===== config.mk =====
export PLATFORM = sky130hd
export DESIGN_NAME = paged_memory_map_decoder
export DESIGN_NICKNAME = d
export VERILOG_FILES = /design/src/hdl/pmmd_pkg.sv /design/src/hdl/pmmd_decode.sv /design/src/hdl/paged_memory_map_decoder.sv
export VERILOG_INCLUDE_DIRS = /design/src /design/src/hdl
export SDC_FILE = /design/constraint.sdc
export NUM_CORES = 1
export LEC_CHECK = 0
export ABC_AREA = 1
export BUFFER_PORTS_ARGS = -buffer_cell sky130_fd_sc_hd__buf_2
export CAP_MARGIN = 20
export CORE_ASPECT_RATIO = 0.75
export CORE_MARGIN = 1.5
export CORE_UTILIZATION = 55
export CTS_CLUSTER_DIAMETER = 200
export DETAILED_ROUTE_END_ITERATION = 7
export GPL_ROUTABILITY_DRIVEN = 0
export GPL_TIMING_DRIVEN = 0
export PLACE_DENSITY = 0.77
export SLEW_MARGIN = 15
export SYNTH_ARGS = -nofsm -noshare
export SYNTH_HDL_FRONTEND = slang
export SYNTH_SLANG_ARGS = --single-unit

===== constraint.sdc =====
create_clock -name clk -period 7.8 [get_ports clk]
set_input_delay 1.56 -clock clk [delete_from_list [all_inputs] [get_ports clk]]
set_output_delay 1.56 -clock clk [all_outputs]
set_load 0.02 [all_outputs]

===== src/hdl/paged_memory_map_decoder_assert.svh =====
// Assertion macros shared by the paged memory map decoder RTL.
// Depends on a clock named clk and an active-low reset named rst_n in scope.
`ifndef PAGED_MEMORY_MAP_DECODER_ASSERT_SVH
`define PAGED_MEMORY_MAP_DECODER_ASSERT_SVH

// Same-cycle implication, disabled while reset is asserted.
`define PMMD_ASSERT_NOW(lbl, ante, cons) \
  lbl: assert property (@(posedge clk) disable iff (!rst_n) (ante) |-> (cons)) \
    else $error("paged memory map decoder: same-cycle check failed");

// Next-cycle implication, disabled while reset is asserted.
`define PMMD_ASSERT_NEXT(lbl, ante, cons) \
  lbl: assert property (@(posedge clk) disable iff (!rst_n) (ante) |=> (cons)) \
    else $error("paged memory map decoder: next-cycle check failed");

`endif


===== src/hdl/pmmd_pkg.sv =====
// Shared types and codes for the paged memory map decoder.
// No dependencies; used by pmmd_decode and paged_memory_map_decoder.
package pmmd_pkg;

  // Request modes.
  localparam logic [1:0] MODE_ACCESS  = 2'd0;
  localparam logic [1:0] MODE_MEM_PG  = 2'd1;
  localparam logic [1:0] MODE_WIN_PG  = 2'd2;

  // Decode targets.
  localparam logic [2:0] TGT_RAM  = 3'd0;
  localparam logic [2:0] TGT_ROM  = 3'd1;
  localparam logic [2:0] TGT_FDC  = 3'd2;
  localparam logic [2:0] TGT_DRV  = 3'd3;
  localparam logic [2:0] TGT_NONE = 3'd4;

  // Result of decoding one request.
  typedef struct packed {
    logic [2:0]  target;
    logic [16:0] location;
    logic        write_taken;
    logic [1:0]  ctrl_reg;
  } pmmd_result_t;

endpackage


===== src/hdl/pmmd_decode.sv =====
// Combinational address decoder over the fifteen memory regions.
// Depends on pmmd_pkg for the mode and target codes and the result type.
module pmmd_decode (
  input  logic [1:0]            mode,
  input  logic [15:0]           address,
  input  logic                  is_write,
  input  logic [3:0]            memory_page,
  input  logic [7:0]            window_page,
  output pmmd_pkg::pmmd_result_t result
);
  import pmmd_pkg::*;

  // Window page values with a special meaning.
  localparam logic [7:0] WP_DISK  = 8'd2;
  localparam logic [7:0] WP_TIMER = 8'd4;

  logic [16:0] a17;
  logic [16:0] win1;
  logic [16:0] win2;
  logic [16:0] o;
  logic [2:0]  tgt;
  logic [16:0] loc;
  logic [1:0]  reg_sel;
  logic        p7;

  // ROM image bases seen through the two windows.
  always_comb begin
    if (window_page == WP_DISK) begin
      win1 = 17'h16000;
    end else if (window_page == WP_TIMER) begin
      win1 = 17'h14000;
    end else begin
      win1 = 17'h10000;
    end
    win2 = (window_page == WP_TIMER) ? 17'h18000 : 17'h10000;
  end

  assign a17 = {1'b0, address};
  assign p7  = (memory_page == 4'd7);

  // Region decode; each region that needs an offset computes it from its own base.
  always_comb begin
    tgt     = TGT_NONE;
    loc     = '0;
    reg_sel = '0;
    o       = '0;
    if (mode == MODE_ACCESS) begin
      if (address < 16'h0800) begin
        if (memory_page == 4'd0) begin
          tgt = TGT_ROM;
          loc = 17'h10000 + a17;
        end else begin
          tgt = TGT_RAM;
          loc = p7 ? 17'h08000 + a17 : a17;
        end
      end else if (address < 16'h4000) begin
        tgt = TGT_RAM;
        loc = p7 ? 17'h08000 + a17 : a17;
      end else if (address < 16'h6000) begin
        o = a17 - 17'h04000;
        if (p7) begin
          tgt = TGT_RAM;
          loc = 17'h0c000 + o;
        end else if (memory_page == 4'd10) begin
          tgt = TGT_ROM;
          loc = win1 + o;
        end else begin
          tgt = TGT_RAM;
          loc = a17;
        end
      end else if (address < 16'h8000) begin
        o   = a17 - 17'h06000;
        tgt = TGT_RAM;
        loc = p7 ? 17'h0e000 + o : a17;
      end else if (address < 16'ha000) begin
        o = a17 - 17'h08000;
        if (memory_page == 4'd5 || memory_page == 4'd10) begin
          tgt = TGT_ROM;
          loc = win2 + o;
        end else if (memory_page == 4'd8 || memory_page == 4'd9) begin
          tgt = TGT_ROM;
          loc = win1 + o;
        end else begin
          tgt = TGT_RAM;
          loc = p7 ? o : a17;
        end
      end else if (address < 16'hb800) begin
        o = a17 - 17'h0a000;
        if (memory_page == 4'd5 || memory_page == 4'd10) begin
          tgt = TGT_ROM;
          loc = win2 + o;
        end else if (memory_page == 4'd6 || memory_page == 4'd8) begin
          tgt = TGT_ROM;
          loc = 17'h12000 + o;
        end else begin
          tgt = TGT_RAM;
          loc = p7 ? 17'h02000 + o : a17;
        end
      end else if (address < 16'hc000) begin
        o = a17 - 17'h0b800;
        if (memory_page == 4'd4 || memory_page == 4'd5 || memory_page == 4'd10) begin
          tgt = TGT_ROM;
          loc = win2 + 17'h01800 + o;
        end else if (memory_page == 4'd6 || memory_page == 4'd8) begin
          tgt = TGT_ROM;
          loc = 17'h13800 + o;
        end else begin
          tgt = TGT_RAM;
          loc = p7 ? 17'h03800 + o : a17;
        end
      end else if (address < 16'hc800) begin
        o = a17 - 17'h0c000;
        if (memory_page == 4'd8 || memory_page == 4'd10) begin
          tgt = TGT_ROM;
          loc = 17'h10000 + o;
        end else begin
          tgt = TGT_RAM;
          loc = p7 ? 17'h04000 + o : a17;
        end
      end else if (address < 16'hd000) begin
        o = a17 - 17'h0c800;
        if (memory_page == 4'd8 || memory_page == 4'd9) begin
          tgt = TGT_ROM;
          loc = win2 + o;
        end else if (memory_page == 4'd10) begin
          tgt = TGT_ROM;
          loc = 17'h10800 + o;
        end else begin
          tgt = TGT_RAM;
          loc = p7 ? 17'h04800 + o : a17;
        end
      end else if (address < 16'hd800) begin
        o = a17 - 17'h0d000;
        if (memory_page == 4'd8 || memory_page == 4'd9) begin
          tgt = TGT_ROM;
          loc = win2 + 17'h00800 + o;
        end else begin
          tgt = TGT_RAM;
          loc = p7 ? 17'h05000 + o : a17;
        end
      end else if (address < 16'hdc00) begin
        tgt = TGT_NONE;
      end else if (address < 16'hde00) begin
        // I/O window by window page: disk controller or drive control, no target for the timer page, or boot ROM.
        o = a17 - 17'h0dc00;
        if (window_page == WP_DISK) begin
          if (o < 17'h00100) begin
            tgt     = TGT_FDC;
            reg_sel = o[1:0];
          end else begin
            tgt = TGT_DRV;
          end
        end else if (window_page == WP_TIMER) begin
          tgt = TGT_NONE;
        end else begin
          tgt = TGT_ROM;
          loc = 17'h10000 + o;
        end
      end else if (address < 16'he000) begin
        tgt = TGT_NONE;
      end else if (address < 16'he800) begin
        o   = a17 - 17'h0e000;
        tgt = TGT_ROM;
        loc = ((memory_page == 4'd1) ? 17'h10000 : win1) + o;
      end else begin
        o   = a17 - 17'h0e800;
        tgt = TGT_ROM;
        if (memory_page == 4'd3 || memory_page == 4'd4 || memory_page == 4'd5) begin
          loc = win1 + 17'h00800 + o;
        end else begin
          loc = 17'h10800 + o;
        end
      end
    end
  end

  // Writes land only in RAM, the controller registers and drive control.
  always_comb begin
    result.target      = tgt;
    result.location    = loc;
    result.ctrl_reg    = reg_sel;
    result.write_taken = is_write && (tgt == TGT_RAM || tgt == TGT_FDC || tgt == TGT_DRV);
  end

endmodule


===== src/hdl/paged_memory_map_decoder.sv =====
// Top level of the paged memory map decoder: page registers and result register.
// Depends on pmmd_pkg, pmmd_decode and paged_memory_map_decoder_assert.svh.
//
// One request is accepted every clock while the input is not stalled, and its
// result appears in the output register in the next cycle; the whole region
// decode is a single combinational pass from the input ports into that
// register. A request is taken while a result waits, provided that result is
// being taken in the same cycle. Page register writes (modes 1 and 2) give a
// result with target "none" and take effect for the next request.
module paged_memory_map_decoder (
  input  logic        clk,
  input  logic        rst_n,
  input  logic        in_valid,
  output logic        in_stall,
  input  logic [1:0]  in_mode,
  input  logic [15:0] in_address,
  input  logic        in_is_write,
  input  logic [7:0]  in_data,
  output logic        out_valid,
  input  logic        out_stall,
  output logic [2:0]  out_target,
  output logic [16:0] out_location,
  output logic        out_write_taken,
  output logic [1:0]  out_controller_register
);
  import pmmd_pkg::*;

  `include "paged_memory_map_decoder_assert.svh"

  logic         in_acc;
  logic         out_valid_r;
  logic [3:0]   mem_page_r;
  logic [7:0]   win_page_r;
  pmmd_result_t res_r;
  pmmd_result_t dec_res;

  // The input waits only while a result is held back by the consumer.
  assign in_stall = out_valid_r && out_stall;
  assign in_acc   = in_valid && !in_stall;

  pmmd_decode u_decode (
    .mode        (in_mode),
    .address     (in_address),
    .is_write    (in_is_write),
    .memory_page (mem_page_r),
    .window_page (win_page_r),
    .result      (dec_res)
  );

  // Page registers and output valid.
  always_ff @(posedge clk) begin
    if (!rst_n) begin
      mem_page_r  <= '0;
      win_page_r  <= '0;
      out_valid_r <= 1'b0;
    end else begin
      if (in_acc && in_mode == MODE_MEM_PG) begin
        mem_page_r <= in_data[7:4];
      end
      if (in_acc && in_mode == MODE_WIN_PG) begin
        win_page_r <= ~in_data;
      end
      if (in_acc) begin
        out_valid_r <= 1'b1;
      end else if (!out_stall) begin
        out_valid_r <= 1'b0;
      end
    end
  end

  // Result payload loads with each accepted request.
  always_ff @(posedge clk) begin
    if (in_acc) begin
      res_r <= dec_res;
    end
  end

  assign out_valid               = out_valid_r;
  assign out_target              = res_r.target;
  assign out_location            = res_r.location;
  assign out_write_taken         = res_r.write_taken;
  assign out_controller_register = res_r.ctrl_reg;

  // A memory page write is visible in the page register on the next cycle.
  `PMMD_ASSERT_NEXT(a_mem_page_load, in_acc && in_mode == MODE_MEM_PG, mem_page_r == $past(in_data[7:4]))
  // Only RAM, controller and drive results may report a taken write.
  `PMMD_ASSERT_NOW(a_write_target, out_valid_r && res_r.write_taken, res_r.target == TGT_RAM || res_r.target == TGT_FDC || res_r.target == TGT_DRV)
  // Non-memory targets carry no location.
  `PMMD_ASSERT_NOW(a_loc_zero, out_valid_r && res_r.target != TGT_RAM && res_r.target != TGT_ROM, res_r.location == '0)
  // An empty output register never holds off the input.
  `PMMD_ASSERT_NOW(a_no_stall_empty, !out_valid_r, !in_stall)

endmodule

==> results_dict.tcl <==
set metrics [dict create \
    p_comb_share_pct 35.7 \
    tns_ns 0 \
    wl_per_cell_um 15.6 \
    die_area_um2 8100 \
    clock_transition_at_the_registers_of_the_reported_paths_ns 0.08 \
    register_area_um2 951 \
    hold_class "flop to flop" \
    antenna_violations_before_repair 0 \
    vias_in_the_first_global_route 4111 \
    postSynthRegisterBits 36 \
    io_buffer_count 55 \
    hold-path-cell-count 2 \
    crit_path_start_kind "input port" \
    syn-mean-instance-area_um2 6.30 \
    cts_sinks 36 \
    dieHeight_um 78.3 \
    core-area_um2 7330 \
    grt_setup_unrepaired "no" \
    cts-resized-gates 0 \
    drc_violations_left 0 \
    yosys.cell_types.count 41 \
    dieWidth_um 103 \
    final.setup_skew_ns 0.00498 \
    grt_pass1_wl_mm 19.9 \
    multi_input_area_um2 2780 \
    power.share.switching_pct 36.8 \
    p_sw_mw 0.219 \
    post_route_cells_drive_above_1_share_pct 14.1 \
    avg_vias_per_cell 5.77 \
    intPower_mw 0.377 \
    timing.setup.critical_path_class "input port to flop" \
    finalCritPeriodShare_pct 57.8 \
    worst-endpoint-arrival_ns 4.56 \
    detailedPlace.worstSlack_ns 3.16 \
    fillerInstances 699 \
    drv.max_cap_violation_count 0 \
    power.ir.vdd_worst_mv 0.0643 \
    setup-violations-final 0 \
    grt_max_degree 19 \
    setup.worst_path.end_class "flop" \
    clock_group_share_of_total_power_pct 27.7 \
    total_of_hold_buffers_inserted_after_clock_tree_synthesis 0 \
    layout.nets 796 \
    fmax_mhz 222 \
    pin_count 56 \
    dp.final_hpwl_mm 9.87 \
    post_synth_instance_area_um2 4160 \
    clock_root_cell "clkbuf_8" \
    worst_slack_ns 3.29 \
    worst_margin_pin_slew_ns 0.800 \
    detailedRoute.firstPassIterationCount 6 \
    grt_use_total_pct 32.1 \
    pwr-share-seq_pct 36.5 \
    fp-row-count 27 \
    synth.yosys.warnings 0 \
    number_of_buffers_added_by_the_clock_tree_synthesis_step 5 \
    final_max_slew_viol_count 0 \
    syn-num-nets 733 \
    hold_viol_final 0 \
    cts_tree "yes" \
    seq_area_frac_synth_pct 22.9 \
    cts_setup_buffers 0 \
    area_growth_syn_to_layout_pct 12.8 \
    outcome "complete, no violations" \
    start_util_pct 56.8 \
    postSynthCellCount 661 \
    power.static_leakage_nw 2.36 \
    clock_tree.htree_level_count 2 \
    power_per_cell_area_nw_per_um2 127 \
    timing.critical_path.fanout_max 9 \
    clockBufferDepth 2 \
    ff2ff_path_depth 26 \
    worst_skew_pair.late_latency_ns 0.29 \
    grt_overflow 0 \
    drt-total-wl_mm 12.9 \
    drt_iter0_markers 604 \
    timing.final.crit_period_ns 4.51 \
    maxSlewHeadroom_pct 46.6 \
    antennaDiodeCount 0 \
    num_vias 4762 \
    antenna_left 0 \
    worst_ep_required_time_ns 7.85 \
]
-- cells in the final DEF (no fill, tap or decap), drive strengths merged, types with 2 or more instances in the layout --
cell,n
nand2,187
inv,92
buf,70
nor2,69
o21ai,56
a21oi,55
nand3,51
ha,38
edfxtp,23
dfxtp,13
xor2,9
xnor2,8
clkbuf,8
o211ai,7
nor4,4
nor3,3
a31oi,3
or2,3
fa,3
clkinv,3
o31ai,2
nand3b,2
o311ai,2
nand4,2
-- flip-flops by register name (all words and copies together), names as in the netlist --
signal,count
out_controller_register,2
out_target,3
mem_page_r,4
out_location,17
win_page_r,8
out_write_taken,1
out_valid,1
-- logic make-up after synthesis --
kind of cell / share of synthesized area [%]
and+or+nand+nor: 31.8
AOI/OAI and AO/OA: 17.9
xor gates and xnor gates: 3.94
adders and majority gates: 12.9
DFF: 22.9
buffers and inverters: 10.7
-- power by group through the flow --
| stage | Clock (mW) | Sequential [mW] | Combinational [mW] |
|---|---|---|---|
| global route | 0.174 | 0.219 | 0.234 |
| finish | 0.166 | 0.218 | 0.213 |
| floorplan | 0 | 0.233 | 0.133 |
| global placement | 0 | 0.222 | 0.198 |
| CTS | 0.167 | 0.218 | 0.206 |
| detailed placement | 0 | 0.222 | 0.205 |
-- path summary, 6_finish.rpt --
check,from,end,slack [ns]
max,in_address[12],out_location[14]$_SDFFCE_PP0P_,3.29
max reg2reg,win_page_r[6]$_SDFFE_PN0P_,out_location[15]$_SDFFCE_PP0P_,3.69
min reg2reg,win_page_r[6]$_SDFFE_PN0P_,win_page_r[6]$_SDFFE_PN0P_,0.45
min,win_page_r[6]$_SDFFE_PN0P_,win_page_r[6]$_SDFFE_PN0P_,0.45
-- worst max-delay path: stages --
cell and delay, ns:
buf_2 0.13, buf_2 0.19, inv_1 0.18, ha_1 0.37
nand2_1 0.15, nand2_1 0.12, inv_1 0.09, ha_1 0.32
nand2_1 0.06, nor2_1 0.13, o21ai_0 0.11, nand3_1 0.11
nand3_1 0.10, nand2_1 0.09, nand2_1 0.05, nand3_1 0.13
nand3_1 0.09, nand2_1 0.07, nand2_1 0.05, nand2_1 0.09
nand2_1 0.05, nand2_1 0.12, nand2_1 0.06, nand2_1 0.06
a21oi_1 0.06
-- cells in the mapped netlist --
cell	n	area (um^2)
o311ai_0	2	17.5
o21ai_1	8	40.0
inv_1	83	312
nand2_2	1	6.26
edfxtp_1	23	691
nand4_1	2	12.5
nand3_1	51	255
nand2_1	186	698
o32ai_1	1	8.76
nor3_1	3	15.0
nor4_1	4	25.0
xor2_2	2	32.5
a21oi_2	2	17.5
a21boi_0	1	7.51
o21ai_0	48	240
ha_1	38	475
buf_4	4	30.0
fa_1	3	60.1
a41oi_1	1	8.76
nand3b_1	2	15.0
o31ai_1	2	15.0
clkinv_1	2	7.51
a31oi_1	3	18.8
nor2_2	5	31.3
o211a_1	1	10.0
o221ai_1	1	8.76
xnor2_1	8	70.1
inv_2	9	33.8
xor2_1	7	61.3
buf_2	10	50.1
a221oi_1	1	8.76
dfxtp_1	13	260
nor2_1	64	240
clkbuf_1	3	11.3
or2_2	3	18.8
a21oi_1	53	265
a22oi_1	1	7.51
or3_1	1	6.26
o2111ai_1	1	8.76
o211ai_1	7	52.6
o21bai_1	1	7.51
-- per-layer routing --
| metal | wire (um) | vias to the layer above | GRT usage [%] | part of all wire, % |
|---|---|---|---|---|
| li1 | - | 2293 | - | - |
| met1 | 5150 | 2046 | 44.0 | 40 |
| met2 | 5090 | 355 | 46.3 | 40 |
| met3 | 2020 | 68 | 8.28 | 16 |
| met4 | 626 | 0 | 15.5 | 4.9 |
| met5 | 0 | - | 0 | 0 |
-- final cells by class --
type / count / share of cell area, %
inverters: 94 / 7.52
repair buffers: 56 / 6.10
flip-flops and latches: 36 / 20.3
clock inverters: 3 / 0.906
clock buffers: 5 / 1.47
well taps: 101 / 2.69
plain buffers: 17 / 1.95
multi-input cells: 514 / 59.1
-- per-stage QoR --
step	util [%]	cells	cell area (um^2)	hold slack (ns)	total power, mW
after detailed placement	62.4	818	4580	0.447	0.427
after global routing	64.0	826	4690	0.499	0.628
after CTS	64.0	826	4690	0.457	0.591
after floorplan	-	661	4160	0.429	0.365
final	64.0	826	4690	0.454	0.597
after global placement	62.2	817	4560	0.440	0.420
Power figures use the tool's default switching activity.
